==> config.mk <==
export PLATFORM = sky130hd
export DESIGN_NAME = pl0_lexer_unit
export DESIGN_NICKNAME = d
export VERILOG_FILES = /design/src/rtl/core/pl0lx_pkg.sv /design/src/rtl/core/pl0lx_front.sv /design/src/rtl/core/pl0lx_queue.sv /design/src/rtl/core/pl0lx_back.sv /design/src/rtl/core/pl0_lexer_unit.sv
export VERILOG_INCLUDE_DIRS = /design/src /design/src/rtl/core
export SDC_FILE = /design/constraint.sdc
export NUM_CORES = 1
export LEC_CHECK = 0
export BUFFER_PORTS_ARGS = -buffer_cell sky130_fd_sc_hd__clkbuf_2
export CELL_PAD_IN_SITES_DETAIL_PLACEMENT = 0
export CELL_PAD_IN_SITES_GLOBAL_PLACEMENT = 2
export CORE_MARGIN = 2
export CORE_UTILIZATION = 40
export DETAILED_ROUTE_END_ITERATION = 12
export GPL_ROUTABILITY_DRIVEN = 0
export GPL_TIMING_DRIVEN = 0
export PLACE_DENSITY = 0.81
export SLEW_MARGIN = 25
export SYNTH_ARGS = -nofsm -noshare
export SYNTH_HDL_FRONTEND = slang
export SYNTH_SLANG_ARGS = --single-unit
==> constraint.sdc <==
create_clock -name i_clk -period 8.4 [get_ports i_clk]
set_input_delay 0.42 -clock i_clk [delete_from_list [all_inputs] [get_ports i_clk]]
set_output_delay 0.42 -clock i_clk [all_outputs]
set_load 0.01 [all_outputs]
==> src/rtl/core/assert_macros.svh <==
// Assertion helpers shared by the lexer RTL.
`ifndef ASSERT_MACROS_SVH
`define ASSERT_MACROS_SVH

// Condition must hold at every clock edge out of reset.
`define CHK_HOLDS(lbl, clk, rst_n, cond, msg) \
    lbl: assert property (@(posedge clk) disable iff (!(rst_n)) (cond)) \
        else $error(msg);

// When the antecedent holds, the consequent must hold in the same cycle.
`define CHK_IMPLIES(lbl, clk, rst_n, ante, cons, msg) \
    lbl: assert property (@(posedge clk) disable iff (!(rst_n)) (ante) |-> (cons)) \
        else $error(msg);

`endif

==> src/rtl/core/pl0lx_pkg.sv <==
// ---------------------------------------------------------------------------
// pl0lx_pkg
// Types, token codes, keyword table and character classes for the PL/0 lexer.
// ---------------------------------------------------------------------------
package pl0lx_pkg;

    // Default sizes
    localparam int IDENT_MAX_DEF      = 11;
    localparam int NUM_DIGITS_MAX_DEF = 5;
    localparam int LINE_BITS_DEF      = 16;

    // Results produced by one item at most
    localparam int MAX_RESULTS = 12;
    localparam int CNT_W       = $clog2(MAX_RESULTS + 1);

    // Token codes
    typedef enum logic [5:0] {
        TOK_NONE    = 6'd0,
        TOK_NULL    = 6'd1,
        TOK_IDENT   = 6'd2,
        TOK_NUMBER  = 6'd3,
        TOK_PLUS    = 6'd4,
        TOK_MINUS   = 6'd5,
        TOK_TIMES   = 6'd6,
        TOK_SLASH   = 6'd7,
        TOK_ODD     = 6'd8,
        TOK_EQ      = 6'd9,
        TOK_NE      = 6'd10,
        TOK_LT      = 6'd11,
        TOK_LE      = 6'd12,
        TOK_GT      = 6'd13,
        TOK_GE      = 6'd14,
        TOK_LPAREN  = 6'd15,
        TOK_RPAREN  = 6'd16,
        TOK_COMMA   = 6'd17,
        TOK_SEMI    = 6'd18,
        TOK_PERIOD  = 6'd19,
        TOK_BECOMES = 6'd20,
        TOK_BEGIN   = 6'd21,
        TOK_END     = 6'd22,
        TOK_IF      = 6'd23,
        TOK_THEN    = 6'd24,
        TOK_WHILE   = 6'd25,
        TOK_DO      = 6'd26,
        TOK_CALL    = 6'd27,
        TOK_CONST   = 6'd28,
        TOK_VAR     = 6'd29,
        TOK_PROC    = 6'd30,
        TOK_WRITE   = 6'd31,
        TOK_READ    = 6'd32,
        TOK_ELSE    = 6'd33
    } t_tok;

    // Error codes
    typedef enum logic [2:0] {
        ERR_NONE       = 3'd0,
        ERR_NAME_LONG  = 3'd1,
        ERR_NUM_LONG   = 3'd2,
        ERR_LETTER_NUM = 3'd3,
        ERR_BAD_SYMBOL = 3'd4
    } t_err;

    // Scanner states
    typedef enum logic [3:0] {
        M_IDLE,
        M_IDENT,
        M_NUM,
        M_LT,
        M_GT,
        M_COLON,
        M_SLASH,
        M_COMMENT,
        M_CSTAR
    } t_mode;

    // Channel payloads
    typedef struct packed {
        logic [7:0] ch;
        logic       end_of_text;
    } t_in;

    typedef struct packed {
        logic [5:0]  token_id;
        logic [7:0]  ident_char;
        logic [3:0]  char_pos;
        logic [16:0] number_value;
        logic [2:0]  error_code;
        logic [15:0] error_line;
        logic        done_res;
        logic        last;
    } t_out;

    // Command passed from scanner to emitter
    typedef struct packed {
        t_tok        tok;
        logic        is_ident;   // expand buffered name into char results
        logic [16:0] num;
        t_err        err;
        logic [15:0] eline;
        logic        done;
        logic        last;       // closes the results of one item
    } t_cmd;

    // Keyword table, words right-justified
    localparam int KW_COUNT   = 15;
    localparam int KW_LEN_MAX = 9;

    localparam logic [8*KW_LEN_MAX-1:0] KW_WORD [KW_COUNT] = '{
        "odd", "begin", "end", "if", "then", "while", "do", "call",
        "const", "var", "procedure", "write", "read", "else", "null"
    };

    localparam logic [3:0] KW_LEN [KW_COUNT] = '{
        4'd3, 4'd5, 4'd3, 4'd2, 4'd4, 4'd5, 4'd2, 4'd4,
        4'd5, 4'd3, 4'd9, 4'd5, 4'd4, 4'd4, 4'd4
    };

    localparam t_tok KW_TOK [KW_COUNT] = '{
        TOK_ODD, TOK_BEGIN, TOK_END, TOK_IF, TOK_THEN, TOK_WHILE, TOK_DO,
        TOK_CALL, TOK_CONST, TOK_VAR, TOK_PROC, TOK_WRITE, TOK_READ,
        TOK_ELSE, TOK_NULL
    };

    localparam logic [7:0] CH_SPACE = 8'h20;
    localparam logic [7:0] CH_NL    = 8'h0A;

    function automatic logic is_alpha(input logic [7:0] c);
        return (c >= "a" && c <= "z") || (c >= "A" && c <= "Z");
    endfunction

    function automatic logic is_digit(input logic [7:0] c);
        return c >= "0" && c <= "9";
    endfunction

    function automatic logic is_special(input logic [7:0] c);
        return c == "+" || c == "-" || c == "*" || c == "/" || c == "(" ||
               c == ")" || c == "=" || c == "," || c == "." || c == "<" ||
               c == ">" || c == ";" || c == ":";
    endfunction

    // Tokens complete in one character
    function automatic t_tok single_tok(input logic [7:0] c);
        t_tok t;
        case (c)
            "+":     t = TOK_PLUS;
            "-":     t = TOK_MINUS;
            "*":     t = TOK_TIMES;
            "=":     t = TOK_EQ;
            "(":     t = TOK_LPAREN;
            ")":     t = TOK_RPAREN;
            ",":     t = TOK_COMMA;
            ";":     t = TOK_SEMI;
            ".":     t = TOK_PERIOD;
            default: t = TOK_NONE;
        endcase
        return t;
    endfunction

    // A fresh character yields a result at once (token or bad symbol)
    function automatic logic idle_emits(input logic [7:0] c);
        return !(c == CH_SPACE || c == CH_NL || is_alpha(c) || is_digit(c) ||
                 c == "<" || c == ">" || c == ":" || c == "/");
    endfunction

endpackage

==> src/rtl/core/pl0lx_front.sv <==
// ---------------------------------------------------------------------------
// pl0lx_front
// Scanner: takes one source byte per cycle while the queue has room, tracks
// the lexical state and issues token commands to the queue. A byte that ends
// a pending token is held: first the pending token goes out, then the byte
// is scanned fresh.
// ---------------------------------------------------------------------------
`include "assert_macros.svh"

module pl0lx_front import pl0lx_pkg::*; #(
    parameter int IDENT_MAX      = IDENT_MAX_DEF,
    parameter int NUM_DIGITS_MAX = NUM_DIGITS_MAX_DEF,
    parameter int LINE_BITS      = LINE_BITS_DEF
) (
    input  logic                          i_clk,
    input  logic                          i_rst_n,
    input  logic                          i_in_valid,
    output logic                          o_in_ready,
    input  t_in                           i_in,
    output logic                          o_push,
    input  logic                          i_q_ready,
    output t_cmd                          o_cmd,
    output logic [IDENT_MAX-1:0][7:0]     o_ident,
    output logic [$clog2(IDENT_MAX+1)-1:0] o_len
);

    localparam int LEN_W  = $clog2(IDENT_MAX + 1);
    localparam int POS_W  = (IDENT_MAX > 1) ? $clog2(IDENT_MAX) : 1;
    localparam int ACC_W  = $clog2(10 ** NUM_DIGITS_MAX);
    localparam int DCNT_W = $clog2(NUM_DIGITS_MAX + 1);

    t_mode                       r_mode, n_mode;
    logic [IDENT_MAX-1:0][7:0]   r_buf, n_buf;
    logic [LEN_W-1:0]            r_len, n_len;
    logic [ACC_W-1:0]            r_acc, n_acc;
    logic [DCNT_W-1:0]           r_dcnt, n_dcnt;
    logic [LINE_BITS-1:0]        r_line, n_line;
    t_err                        r_err, n_err;

    logic [7:0] c;
    logic       eot, c_alpha, c_digit, c_alnum, c_special, c_emit;
    t_tok       c_tok;
    logic       pending, name_full, num_full;

    t_err  raise;
    logic  flush, done_now, consume, last_v, push, adv;
    t_tok  tok_now;
    t_cmd  cmd;

    logic [KW_LEN_MAX-1:0][7:0] pad;
    logic                       kw_hit;
    t_tok                       kw_tok;

    // Character classes
    assign c         = i_in.ch;
    assign eot       = i_in.end_of_text;
    assign c_alpha   = is_alpha(c);
    assign c_digit   = is_digit(c);
    assign c_alnum   = c_alpha || c_digit;
    assign c_special = is_special(c);
    assign c_tok     = single_tok(c);
    assign c_emit    = idle_emits(c);
    assign pending   = (r_mode == M_IDENT) || (r_mode == M_NUM) || (r_mode == M_LT) ||
                       (r_mode == M_GT) || (r_mode == M_COLON) || (r_mode == M_SLASH);
    assign name_full = (r_len == LEN_W'(IDENT_MAX));
    assign num_full  = (r_dcnt == DCNT_W'(NUM_DIGITS_MAX));

    // Name buffer padded to the longest keyword
    for (genvar j = 0; j < KW_LEN_MAX; j++) begin : g_pad
        if (j < IDENT_MAX) begin : g_hold
            assign pad[j] = r_buf[j];
        end else begin : g_zero
            assign pad[j] = '0;
        end
    end

    // Keyword match on the buffered name
    always_comb begin
        logic hit;
        kw_hit = 1'b0;
        kw_tok = TOK_NONE;
        for (int k = 0; k < KW_COUNT; k++) begin
            hit = (int'(r_len) == int'(KW_LEN[k]));
            for (int j = 0; j < KW_LEN_MAX; j++) begin
                if (j < int'(KW_LEN[k])) begin
                    if (pad[j] != KW_WORD[k][8*(int'(KW_LEN[k])-1-j) +: 8]) begin
                        hit = 1'b0;
                    end
                end
            end
            if (hit && !kw_hit) begin
                kw_hit = 1'b1;
                kw_tok = KW_TOK[k];
            end
        end
    end

    // Output decode: what this byte produces and whether it is taken
    always_comb begin
        raise    = ERR_NONE;
        flush    = 1'b0;
        tok_now  = TOK_NONE;
        done_now = 1'b0;
        consume  = 1'b1;
        last_v   = 1'b1;
        if (eot) begin
            if (r_err == ERR_NONE && pending) begin
                consume = 1'b0;
                last_v  = 1'b0;
                if (r_mode == M_COLON) begin
                    raise = ERR_BAD_SYMBOL;
                end else begin
                    flush = 1'b1;
                end
            end else begin
                done_now = 1'b1;
            end
        end else if (r_err == ERR_NONE) begin
            case (r_mode)
                M_IDENT: begin
                    if (c_alnum) begin
                        if (name_full) raise = ERR_NAME_LONG;
                    end else begin
                        flush   = 1'b1;
                        consume = 1'b0;
                        last_v  = !c_emit;
                    end
                end
                M_NUM: begin
                    if (c_digit) begin
                        if (num_full) raise = ERR_NUM_LONG;
                    end else if (c_alpha) begin
                        raise = ERR_LETTER_NUM;
                    end else begin
                        flush   = 1'b1;
                        consume = 1'b0;
                        last_v  = !c_emit;
                    end
                end
                M_LT: begin
                    if (c == ">") begin
                        tok_now = TOK_NE;
                    end else if (c == "=") begin
                        tok_now = TOK_LE;
                    end else if (c_special) begin
                        raise = ERR_BAD_SYMBOL;
                    end else begin
                        flush   = 1'b1;
                        consume = 1'b0;
                        last_v  = !c_emit;
                    end
                end
                M_GT: begin
                    if (c == "=") begin
                        tok_now = TOK_GE;
                    end else if (c_special) begin
                        raise = ERR_BAD_SYMBOL;
                    end else begin
                        flush   = 1'b1;
                        consume = 1'b0;
                        last_v  = !c_emit;
                    end
                end
                M_COLON: begin
                    if (c == "=") tok_now = TOK_BECOMES;
                    else          raise   = ERR_BAD_SYMBOL;
                end
                M_SLASH: begin
                    if (c != "*") begin
                        flush   = 1'b1;
                        consume = 1'b0;
                        last_v  = !c_emit;
                    end
                end
                M_COMMENT, M_CSTAR: begin
                end
                default: begin
                    if (c_emit) begin
                        if (c_tok != TOK_NONE) tok_now = c_tok;
                        else                   raise   = ERR_BAD_SYMBOL;
                    end
                end
            endcase
        end

        // Build the command
        push      = 1'b0;
        cmd       = '0;
        cmd.last  = last_v;
        if (raise != ERR_NONE) begin
            push      = 1'b1;
            cmd.err   = raise;
            cmd.eline = 16'(r_line);
        end else if (flush) begin
            push = 1'b1;
            case (r_mode)
                M_IDENT: begin
                    if (kw_hit) begin
                        cmd.tok = kw_tok;
                    end else begin
                        cmd.tok      = TOK_IDENT;
                        cmd.is_ident = 1'b1;
                    end
                end
                M_NUM: begin
                    cmd.tok = TOK_NUMBER;
                    cmd.num = 17'(r_acc);
                end
                M_LT:    cmd.tok = TOK_LT;
                M_GT:    cmd.tok = TOK_GT;
                default: cmd.tok = TOK_SLASH;
            endcase
        end else if (tok_now != TOK_NONE) begin
            push    = 1'b1;
            cmd.tok = tok_now;
        end else if (done_now) begin
            push      = 1'b1;
            cmd.done  = 1'b1;
            cmd.err   = r_err;
            cmd.eline = (r_err != ERR_NONE) ? 16'(r_line) : 16'd0;
        end

        adv        = i_in_valid && (!push || i_q_ready);
        o_in_ready = consume && (!push || i_q_ready);
        o_push     = i_in_valid && push && i_q_ready;
        o_cmd      = cmd;
    end

    assign o_ident = r_buf;
    assign o_len   = r_len;

    // Next state
    always_comb begin
        n_mode = r_mode;
        n_buf  = r_buf;
        n_len  = r_len;
        n_acc  = r_acc;
        n_dcnt = r_dcnt;
        n_line = r_line;
        n_err  = r_err;
        if (adv) begin
            if (eot) begin
                if (r_err == ERR_NONE && pending) begin
                    n_mode = M_IDLE;
                    n_err  = raise;
                end else begin
                    // end of text: back to reset for the next text
                    n_mode = M_IDLE;
                    n_len  = '0;
                    n_acc  = '0;
                    n_dcnt = '0;
                    n_line = '0;
                    n_err  = ERR_NONE;
                end
            end else if (r_err == ERR_NONE) begin
                if (raise != ERR_NONE) begin
                    n_err  = raise;
                    n_mode = M_IDLE;
                end else begin
                    case (r_mode)
                        M_IDENT: begin
                            if (c_alnum) begin
                                n_buf[r_len[POS_W-1:0]] = c;
                                n_len = r_len + 1'b1;
                            end else begin
                                n_mode = M_IDLE;
                            end
                        end
                        M_NUM: begin
                            if (c_digit) begin
                                n_acc  = ACC_W'(r_acc * ACC_W'(10) + ACC_W'(c[3:0]));
                                n_dcnt = r_dcnt + 1'b1;
                            end else begin
                                n_mode = M_IDLE;
                            end
                        end
                        M_LT, M_GT, M_COLON: n_mode = M_IDLE;
                        M_SLASH: n_mode = (c == "*") ? M_COMMENT : M_IDLE;
                        M_COMMENT: begin
                            if (c == "*") begin
                                n_mode = M_CSTAR;
                            end else if (c == CH_NL) begin
                                n_line = r_line + 1'b1;
                            end
                        end
                        M_CSTAR: begin
                            if (c == "/") begin
                                n_mode = M_IDLE;
                            end else if (c != "*") begin
                                n_mode = M_COMMENT;
                                if (c == CH_NL) n_line = r_line + 1'b1;
                            end
                        end
                        default: begin
                            if (c == CH_NL) begin
                                n_line = r_line + 1'b1;
                            end else if (c_alpha) begin
                                n_buf[0] = c;
                                n_len    = LEN_W'(1);
                                n_mode   = M_IDENT;
                            end else if (c_digit) begin
                                n_acc  = ACC_W'(c[3:0]);
                                n_dcnt = DCNT_W'(1);
                                n_mode = M_NUM;
                            end else if (c == "<") begin
                                n_mode = M_LT;
                            end else if (c == ">") begin
                                n_mode = M_GT;
                            end else if (c == ":") begin
                                n_mode = M_COLON;
                            end else if (c == "/") begin
                                n_mode = M_SLASH;
                            end
                        end
                    endcase
                end
            end
        end
    end

    // State registers
    always_ff @(posedge i_clk) begin
        if (!i_rst_n) begin
            r_mode <= M_IDLE;
            r_len  <= '0;
            r_acc  <= '0;
            r_dcnt <= '0;
            r_line <= '0;
            r_err  <= ERR_NONE;
        end else begin
            r_mode <= n_mode;
            r_len  <= n_len;
            r_acc  <= n_acc;
            r_dcnt <= n_dcnt;
            r_line <= n_line;
            r_err  <= n_err;
        end
    end

    // Name buffer, no reset
    always_ff @(posedge i_clk) begin
        r_buf <= n_buf;
    end

    `CHK_IMPLIES(a_err_idle, i_clk, i_rst_n, r_err != ERR_NONE, r_mode == M_IDLE, "error latched outside idle")
    `CHK_HOLDS(a_len_max, i_clk, i_rst_n, r_len <= LEN_W'(IDENT_MAX), "name length past buffer")

endmodule

==> src/rtl/core/pl0lx_queue.sv <==
// ---------------------------------------------------------------------------
// pl0lx_queue
// Two-entry command queue between scanner and emitter; each entry carries
// the command and a snapshot of the name buffer.
// ---------------------------------------------------------------------------
`include "assert_macros.svh"

module pl0lx_queue import pl0lx_pkg::*; #(
    parameter int IDENT_MAX = IDENT_MAX_DEF
) (
    input  logic                           i_clk,
    input  logic                           i_rst_n,
    input  logic                           i_push,
    output logic                           o_ready,
    input  t_cmd                           i_cmd,
    input  logic [IDENT_MAX-1:0][7:0]      i_ident,
    input  logic [$clog2(IDENT_MAX+1)-1:0] i_len,
    output logic                           o_valid,
    input  logic                           i_pop,
    output t_cmd                           o_cmd,
    output logic [IDENT_MAX-1:0][7:0]      o_ident,
    output logic [$clog2(IDENT_MAX+1)-1:0] o_len
);

    localparam int LEN_W = $clog2(IDENT_MAX + 1);

    t_cmd                      r_cmd   [2];
    logic [IDENT_MAX-1:0][7:0] r_ident [2];
    logic [LEN_W-1:0]          r_lens  [2];
    logic                      r_wr, r_rd;
    logic [1:0]                r_count;

    assign o_ready = (r_count != 2'd2);
    assign o_valid = (r_count != 2'd0);
    assign o_cmd   = r_cmd[r_rd];
    assign o_ident = r_ident[r_rd];
    assign o_len   = r_lens[r_rd];

    // Pointers and fill level
    always_ff @(posedge i_clk) begin
        if (!i_rst_n) begin
            r_wr    <= 1'b0;
            r_rd    <= 1'b0;
            r_count <= 2'd0;
        end else begin
            if (i_push) r_wr <= !r_wr;
            if (i_pop)  r_rd <= !r_rd;
            if (i_push && !i_pop)      r_count <= r_count + 2'd1;
            else if (i_pop && !i_push) r_count <= r_count - 2'd1;
        end
    end

    // Entry storage
    always_ff @(posedge i_clk) begin
        if (i_push) begin
            r_cmd[r_wr]   <= i_cmd;
            r_ident[r_wr] <= i_ident;
            r_lens[r_wr]  <= i_len;
        end
    end

    `CHK_HOLDS(a_q_level, i_clk, i_rst_n, r_count <= 2'd2, "queue level past depth")

endmodule

==> src/rtl/core/pl0lx_back.sv <==
// ---------------------------------------------------------------------------
// pl0lx_back
// Emitter: turns queued commands into result items. A plain identifier
// expands into one result per character. Results past the per-item limit
// are dropped, and the last kept one is flagged as last.
// ---------------------------------------------------------------------------
`include "assert_macros.svh"

module pl0lx_back import pl0lx_pkg::*; #(
    parameter int IDENT_MAX = IDENT_MAX_DEF
) (
    input  logic                           i_clk,
    input  logic                           i_rst_n,
    input  logic                           i_q_valid,
    input  t_cmd                           i_q_cmd,
    input  logic [IDENT_MAX-1:0][7:0]      i_q_ident,
    input  logic [$clog2(IDENT_MAX+1)-1:0] i_q_len,
    output logic                           o_q_pop,
    output logic                           o_out_valid,
    input  logic                           i_out_ready,
    output t_out                           o_out
);

    localparam int LEN_W = $clog2(IDENT_MAX + 1);
    localparam int POS_W = (IDENT_MAX > 1) ? $clog2(IDENT_MAX) : 1;

    logic [POS_W-1:0] r_pos;
    logic [CNT_W-1:0] r_cnt;
    logic             r_ov;
    t_out             r_out;

    logic head_end, grp_end, step, emit;
    t_out res;

    // Current result from the queue head
    always_comb begin
        head_end = !i_q_cmd.is_ident || (LEN_W'(r_pos) == i_q_len - 1'b1);
        grp_end  = i_q_cmd.last && head_end;
        step     = i_q_valid && (!r_ov || i_out_ready);
        emit     = step && (r_cnt < CNT_W'(MAX_RESULTS));
        o_q_pop  = step && head_end;

        res              = '0;
        res.token_id     = i_q_cmd.tok;
        res.number_value = i_q_cmd.num;
        res.error_code   = i_q_cmd.err;
        res.error_line   = i_q_cmd.eline;
        res.done_res     = i_q_cmd.done;
        res.last         = grp_end || (r_cnt == CNT_W'(MAX_RESULTS - 1));
        if (i_q_cmd.is_ident) begin
            res.ident_char = i_q_ident[r_pos];
            res.char_pos   = 4'(r_pos);
        end
    end

    // Character position and per-item result count
    always_ff @(posedge i_clk) begin
        if (!i_rst_n) begin
            r_pos <= '0;
            r_cnt <= '0;
            r_ov  <= 1'b0;
        end else begin
            if (step) begin
                r_pos <= head_end ? '0 : r_pos + 1'b1;
                if (grp_end) begin
                    r_cnt <= '0;
                end else if (r_cnt != CNT_W'(MAX_RESULTS)) begin
                    r_cnt <= r_cnt + 1'b1;
                end
            end
            if (emit) begin
                r_ov <= 1'b1;
            end else if (i_out_ready) begin
                r_ov <= 1'b0;
            end
        end
    end

    // Output register
    always_ff @(posedge i_clk) begin
        if (emit) r_out <= res;
    end

    assign o_out_valid = r_ov;
    assign o_out       = r_out;

    `CHK_HOLDS(a_cnt_max, i_clk, i_rst_n, r_cnt <= CNT_W'(MAX_RESULTS), "result count past limit")
    `CHK_IMPLIES(a_pos_in_name, i_clk, i_rst_n, i_q_valid && i_q_cmd.is_ident, LEN_W'(r_pos) < i_q_len, "char position past name")

endmodule

==> src/rtl/core/pl0_lexer_unit.sv <==
// ---------------------------------------------------------------------------
// pl0_lexer_unit
// PL/0 lexical analyzer: source bytes in, tokens and errors out.
// ---------------------------------------------------------------------------
// Usage:
//   Input channel (i_in_valid / o_in_ready / i_in): one source byte per item,
//   or an end-of-text marker that flushes the pending token and yields the
//   done result carrying any latched error.
//   Output channel (o_out_valid / i_out_ready / o_out): result items; the last
//   result caused by an input item has o_out.last set.
//   Throughput: one byte per cycle while the queue has room. A byte that closes
//   a pending name, number or lookahead operator, and end of text after a
//   pending token, are held back while the scanner sends the pending token
//   first. A name expands into one result per character, one per cycle out of
//   the emitter while the receiver keeps up. Result path: with the queue empty
//   and the output register free, the first result of an item goes through a
//   queue entry, then the output register. A pending token sent ahead of the
//   byte that closes it is written into the queue before that byte is accepted.
//   A two-entry command queue sits between scanner and emitter; when the
//   receiver stalls the queue fills and o_in_ready drops.
//   Reset (synchronous, active low): scanner idle, line count and error
//   cleared, queue and output register empty. End of text restores the same
//   scanner state for the next text.
// ---------------------------------------------------------------------------
module pl0_lexer_unit import pl0lx_pkg::*; #(
    parameter int IDENT_MAX      = IDENT_MAX_DEF,
    parameter int NUM_DIGITS_MAX = NUM_DIGITS_MAX_DEF,
    parameter int LINE_BITS      = LINE_BITS_DEF
) (
    input  logic i_clk,
    input  logic i_rst_n,
    input  logic i_in_valid,
    output logic o_in_ready,
    input  t_in  i_in,
    output logic o_out_valid,
    input  logic i_out_ready,
    output t_out o_out
);

    localparam int LEN_W = $clog2(IDENT_MAX + 1);

    logic                      f_push, q_ready, q_valid, q_pop;
    t_cmd                      f_cmd, q_cmd;
    logic [IDENT_MAX-1:0][7:0] f_ident, q_ident;
    logic [LEN_W-1:0]          f_len, q_len;

    pl0lx_front #(
        .IDENT_MAX      (IDENT_MAX),
        .NUM_DIGITS_MAX (NUM_DIGITS_MAX),
        .LINE_BITS      (LINE_BITS)
    ) u_front (
        .i_clk      (i_clk),
        .i_rst_n    (i_rst_n),
        .i_in_valid (i_in_valid),
        .o_in_ready (o_in_ready),
        .i_in       (i_in),
        .o_push     (f_push),
        .i_q_ready  (q_ready),
        .o_cmd      (f_cmd),
        .o_ident    (f_ident),
        .o_len      (f_len)
    );

    pl0lx_queue #(
        .IDENT_MAX (IDENT_MAX)
    ) u_queue (
        .i_clk   (i_clk),
        .i_rst_n (i_rst_n),
        .i_push  (f_push),
        .o_ready (q_ready),
        .i_cmd   (f_cmd),
        .i_ident (f_ident),
        .i_len   (f_len),
        .o_valid (q_valid),
        .i_pop   (q_pop),
        .o_cmd   (q_cmd),
        .o_ident (q_ident),
        .o_len   (q_len)
    );

    pl0lx_back #(
        .IDENT_MAX (IDENT_MAX)
    ) u_back (
        .i_clk       (i_clk),
        .i_rst_n     (i_rst_n),
        .i_q_valid   (q_valid),
        .i_q_cmd     (q_cmd),
        .i_q_ident   (q_ident),
        .i_q_len     (q_len),
        .o_q_pop     (q_pop),
        .o_out_valid (o_out_valid),
        .i_out_ready (i_out_ready),
        .o_out       (o_out)
    );

endmodule
# --- Word-level counts from Yosys, hierarchy flattened ---
# Memory sizes are Yosys's and may differ from the RTL's. A register that Yosys moved wholly into a read port is not among the register bits.
# Index checks and enable logic that the tools add are counted.
totals:
  register_bits: 204
  mem_bits_rw: 274
  out_inout_bits: 58
  elab_cells: 517
  mem_count: 3
classes:
  addsub: 9
  multipliers: 1
  order_cmp: 10
  n_eq_ne: 101
  n_mux: 250
  bitwise_logic: 3
  n_reduce_logical: 109
memory_table:
  columns: ["memory", "depth", "word_bits", "read_ports", "rd_clocked_by_memory_dff", "wr", "line", "source"]
  rows:
  - ["u_queue.r_ident", 2, 88, 1, 1, 1, "pl0lx_queue.sv:28", "logic [IDENT_MAX-1:0][7:0] r_ident [2];"]
  - ["u_queue.r_cmd", 2, 45, 1, 1, 1, "pl0lx_queue.sv:27", "t_cmd r_cmd [2];"]
  - ["u_queue.r_lens", 2, 4, 1, 1, 1, "pl0lx_queue.sv:29", "logic [LEN_W-1:0] r_lens [2];"]
ops:
  columns: ["operator", "count"]
  rows:
  - ["$ne 8x7->1 const B", 47]
  - ["$mux 17", 9]
  - ["$mux 16", 9]
  - ["$mux 6", 22]
  - ["$mux 1", 125]
  - ["$eq 8x6->1 const B", 14]
  - ["$mux 4", 28]
  - ["$bwmux 88", 1]
  - ["$mux 3", 25]
  - ["$mux 20", 3]
  - ["$pmux 16 s3", 1]
  - ["$pmux 6 s4", 2]
  - ["$pmux 5 s9", 1]
  - ["$mux 8", 5]
  - ["$reduce_and 8->1", 5]
  - ["$pmux 17 s2", 1]
  - ["$bmux 8 s4", 1]
  - ["$demux 8 s4", 1]
  - ["$logic_or 1x1->1", 30]
  - ["$logic_and 1x1->1", 29]
  - ["$eq 4x3->1 const B", 6]
  - ["$eq 4x4->1 const B", 6]
  - ["$mux 24", 1]
  - ["$pmux 4 s6", 1]
  - ["52 further kinds", 110]

# --- Depth between registers and ports, before layout ---
depth:
  ltp_word: 51
  ltp_mapped: 13
  mapped_depth_nobuf: 13

# --- Cells and area by module ---
# From an unflattened synthesis, not the netlist that was laid out.
hier_totals:
  hier_cells: 1538
  area_unflattened_um2: 21584.5
by_module_without_submodules:
  columns: ["mod", "instances", "cells_each", "area_per_inst_um2", "seq_area_each_um2"]
  rows:
  - ["pl0lx_queue", 1, 448, 10158.5, 8328.0]
  - ["pl0lx_front", 1, 887, 8318.0, 3583.4]
  - ["pl0lx_back", 1, 203, 3108.0, 1861.8]

# --- Worst setup path after synthesis ---
# Ideal clock, no wire load.
synth_timing:
  kind: "input to register"
  startpoint: "in i_in[5] in the netlist's numbering"
  endpoint: "mem u_queue.r_cmd[0][0] in the netlist's numbering, enable pin"
  arrival_time_ns: 7.870
  path_slack_ns: -0.106
  path_stages: 8
  path_cell_list: "buf_2 > or3_4 > o32a_4 > a211oi_2 > a41o_1 > a211oi_4 > a21o_1 > nor2_1"
synth_between:
  elab_chain_cells: 25
synth_lines:
  columns: ["item", "line", "source"]
  rows:
  - ["start, declared", "pl0_lexer_unit.sv:34", "input t_in i_in,"]
  - ["branches (longest 20 deep; another with $ge 8x7->1)", null, null]
  - ["$mux 1 *", "pl0lx_front.sv:190", "if (raise != ERR_NONE) begin"]
  - ["$logic_and 1x1->1 * (2 in a row)", "pl0lx_front.sv:225", "o_push = i_in_valid && push && i_q_ready;"]
  - ["$mux 1 *", "pl0lx_queue.sv:55", "if (i_push) begin"]
  - ["$mux 1 (implied by the code) *", "pl0lx_queue.sv:56", "r_cmd[r_wr] <= i_cmd;"]
  - ["end, declared", "pl0lx_queue.sv:27", null]
# Mark *: on every way between the ends.

# --- Worst setup path in the final report ---
layout_timing:
  startpoint: "in i_in[4] in the netlist's numbering"
  endpoint: "reg u_front.r_buf (netlist bit u_front.o_ident[86]), enable pin"
layout_between:
  elab_chain_cells: 25
layout_lines:
  columns: ["item", "line", "source"]
  rows:
  - ["branches (longest 24 deep; another with $ge 8x7->1)", null, null]
  - ["$reduce_and 6->1 (no source line) *", null, null]
  - ["end signal, assigned", "pl0lx_front.sv:342", "r_buf <= n_buf;"]
  - ["end, declared", "pl0lx_front.sv:33", "logic [IDENT_MAX-1:0][7:0] r_buf, n_buf;"]
# Marked as above.
# A chain may end at the register's enable or synchronous reset.

==> impl_metrics.yaml <==
drt:
  dr_total_vias: 13454
  drc: 0
  post_drt_via_cell_ratio: 5.69
  wl_per_cell_microns: 22.6
  initialDrtViolationCount: 1213
  antenna_violating_nets_remaining: 0
  finalWirelength_mm: 53.6
  dr.pass1.iters: 5
sta:
  period_share_pct: 53.3
  maxSlewViolCount: 0
  rsz_0062_raised_after_global_routing: "false"
  worstMarginPinSlew_ns: 1.04
  timing.slew.headroom_pct: 30.3
  setup_tns_ns: 0
  timing.final.ws_setup_ns: 3.92
  clock_skew_ns: 0.0245
  max_freq_mhz: 223
  final_count_of_negative_setup_slack_endpoints: 0
  hold_viol_final: 0
  period_minus_slack_ns: 4.48
final_layout:
  finalNetCount: 1693
  syn_to_final_growth_pct: 15.1
  diodes: 0
  share_of_layout_cells_above_drive_strength_1_pct: 17.5
setup_path:
  crit_fanout: 17
  critical_setup_path_class: "primary input to register"
  setup.worst_path.end_class: "register"
  r2r_setup_slack_ns: 4.06
  reg2reg_depth: 11
  worst_setup_path_start_kind: "primary input"
  timing.critical_path.arrival_ns: 4.66
  crit_path_start: "i_in[4]"
  rr_startpoint: "u_front.r_mode[3]"
  critPathMaxStageDelay_ns: 0.79
  crit_required_ns: 8.58
  path_delay_family: "simple AND/OR/NAND/NOR gates"
  timing.rr.end: "u_front.o_ident[86]"
  critical_path.n_buffers_inverters: 3
  critical_path.slowest_cell: "nor3_2"
  cells_along_the_critical_path: "clkbuf_2, buf_2, nand3b_1, a2111oi_2, nor2_1, a41o_1, nor3b_2, a21oi_4, or4_1, buf_6, nor3_2"
global_routing:
  grt_pass1_wl_mm: 82.0
  residual_overflow_from_global_routing: 0
  largest_net_degree_at_the_start_of_global_routing: 24
  grt.total_usage_pct: 19.2
  antenna_found_initial: 0
  grt_pass1_vias: 13418
synth:
  yosys_most_used_dff: "edfxtp_1"
  synth_cell_type_count: 91
  netlist_instances: 1501
  synth.yosys.warnings: 0
  synth-seq-cells: 479
  synth.cell_area_sq_um: 21300
  syn-num-nets: 1556
  synthesis.area_per_instance_sq_um: 14.2
  ys_async_sr_fraction_pct: 0
  synth-edff-count: 418
  ys_seq_area_share_pct: 64.5
placement:
  pre_cts_ws_ns: 3.32
  hpwl_mm: 38.3
  port_buffers: 68
clock_tree:
  post-cts-setup-buffers: 0
  cts_root_buffer: "clkbuf_16"
  number_of_cts_inserted_buffers: 48
  numClockSinks: 479
  cts.hold.buffers_added: 0
  h-tree-depth: 2
  clockBufferDepth: 3
  insertion_delay_ns: 0.58
  clk_pin_slew_ns: 0.06
  cts_tree: "built"
  number_of_cells_upsized_or_downsized_after_cts: 0
pwr:
  cell_internal_pwr_uw: 4820
  cellLeakagePower_uw: 0.00812
  share_clk_of_total_power_pct: 30.8
  net-switching-power_uw: 1940
  power_switching_share_pct: 28.7
  pwr-share-comb_pct: 24.2
  p_per_area_nw_per_um2: 276
  share_seq_of_total_power_pct: 45.0
  total_design_power_uw: 6770
  worst_supply_voltage_drop_on_vdd_mv: 0.171
run:
  maxCapViolations: 0
die:
  die-width_microns: 235
  initial_utilization_pct: 40.5
  core_area_sq_um: 52700
  rows: 84
  die_y_microns: 235
  floorplan.die_area_sq_um: 55200
  top_level_ports: 71
hold_path:
  holdPathStages: 4
  worst_hold_startpoint: "i_out_ready"
  worst_hold_path.endpoint: "u_back.o_out_valid"
  hold_class: "primary input to register"
status:
  status: "finished clean"
tightest hold or removal path, cell delays in order:
cell and delay (ns):
clkbuf_2 0.08, nor2b_1 0.11, nor2_1 0.13, nor2_1 0.06
cell usage in the layout (no fill, tap or decap), types with 26 or more instances in the layout:
master and n:
clkbuf_1 56, mux2i_1 37, o21ai_0 39, and2_1 26, dfxtp_1 61, ha_1 40, mux2_2 45, mux4_2 44
nand2_1 69, nand4_1 31, clkbuf_16 48, inv_1 34, nor2_1 75, nand3_1 45, nor2b_1 47, or4_1 26
a21oi_1 67, edfxtp_1 418, clkbuf_2 69
synth_stat cells (13+ instances only):
master,count,area share (%)
nand4_1,31,0.91
mux2_2,45,2.4
nor4bb_1,14,0.66
nor3_1,24,0.56
or4_1,26,0.91
and2_1,26,0.76
xnor2_1,18,0.74
nor4_1,16,0.47
nor2b_1,47,1.4
nand2_1,69,1.2
ha_1,40,2.3
mux2i_1,37,1.7
dfxtp_1,61,5.7
clkbuf_1,46,0.81
buf_2,15,0.35
mux4_2,44,4.6
or3_1,15,0.44
nand2b_1,19,0.56
a21oi_1,67,1.6
nor2_1,77,1.4
o21ai_0,39,0.91
nand3_1,45,1.1
xor2_1,18,0.74
o31ai_1,13,0.46
inv_1,34,0.60
edfxtp_1,418,59
how the worst max path moves through the flow:
stage | endpoint | cells after the start
final | u_front.o_ident[86] | 11
after global placement | u_queue.r_ident[0][28] | 8
after floorplan | u_queue.r_cmd[0][0] | 8
after detailed placement | u_front.o_ident[23] | 11
after CTS | u_front.o_ident[9] | 11
after global routing | u_front.o_ident[85] | 11
power by group through the flow:
stage / logic (uW) / clock network (uW) / registers [uW]
2_1_floorplan: 935 / 0 / 3180
3_3_place_gp: 1520 / 0 / 3170
3_5_place_dp: 1650 / 0 / 3100
4_1_cts: 1660 / 2130 / 3050
5_1_grt: 1770 / 2230 / 3070
6_report: 1640 / 2090 / 3040
stage by stage:
| stage | utilization [%] | hold slack [ns] | cell area (sq um) | std cells |
|---|---|---|---|---|
| 3_3_place_gp | 42.8 | 0.422 | 22500 | 2257 |
| 6_report | 46.6 | 0.290 | 24600 | 2365 |
| 5_1_grt | 46.6 | 0.314 | 24600 | 2365 |
| 2_1_floorplan | - | 0.421 | 21300 | 1501 |
| 4_1_cts | 46.6 | 0.268 | 24500 | 2365 |
| 3_5_place_dp | 43.7 | 0.432 | 23000 | 2276 |
layout make-up:
cell class	instances	area, sq um
timing repair buffer	87	753
fill	4576	28100
clock buffer	60	1270
clock inverter	29	274
buffer	71	320
sequential	479	13800
multi-input combinational	915	7170
inverter	36	135
tap	688	861
layer usage:
layer | share of wire [%] | routed length, microns | vias to the layer above | GRT usage [%]
met4 | 1.9 | 1040 | 0 | 4.56
met3 | 5.0 | 2660 | 75 | 2.56
met5 | 0 | 0 | - | 0
li1 | - | - | 6165 | -
met1 | 45 | 24400 | 6798 | 27.1
met2 | 48 | 25500 | 416 | 31.7
cell families (layout without fill, tap and decap cells):
family | count (synthesis) | after routing | share of synthesized area (%)
AO/OA/AOI/OAI | 228 | 228 | 7.26
XOR/XNOR | 37 | 37 | 1.58
adder cells (fa/ha/maj) | 42 | 42 | 2.53
buffers and inverters | 107 | 283 | 2.13
flip-flops | 479 | 479 | 64.5
multiplexers | 126 | 126 | 8.75
AND/OR/NAND/NOR | 482 | 482 | 13.2
registers in the layout, indices dropped and copies added, names as in the netlist, 2 cells and up, named ones only:
signal and count:
u_front.o_ident 88, u_back.o_out 56, u_front.r_err 3, u_front.o_len 4, u_front.r_mode 4, u_queue.r_lens 8, u_back.r_pos 4, u_back.r_cnt 4
u_front.r_acc 17, u_queue.r_count 2, u_front.r_dcnt 3, u_queue.r_cmd 90, u_queue.r_ident 176, u_front.r_line 16
Power figures use the tool's default switching activity.
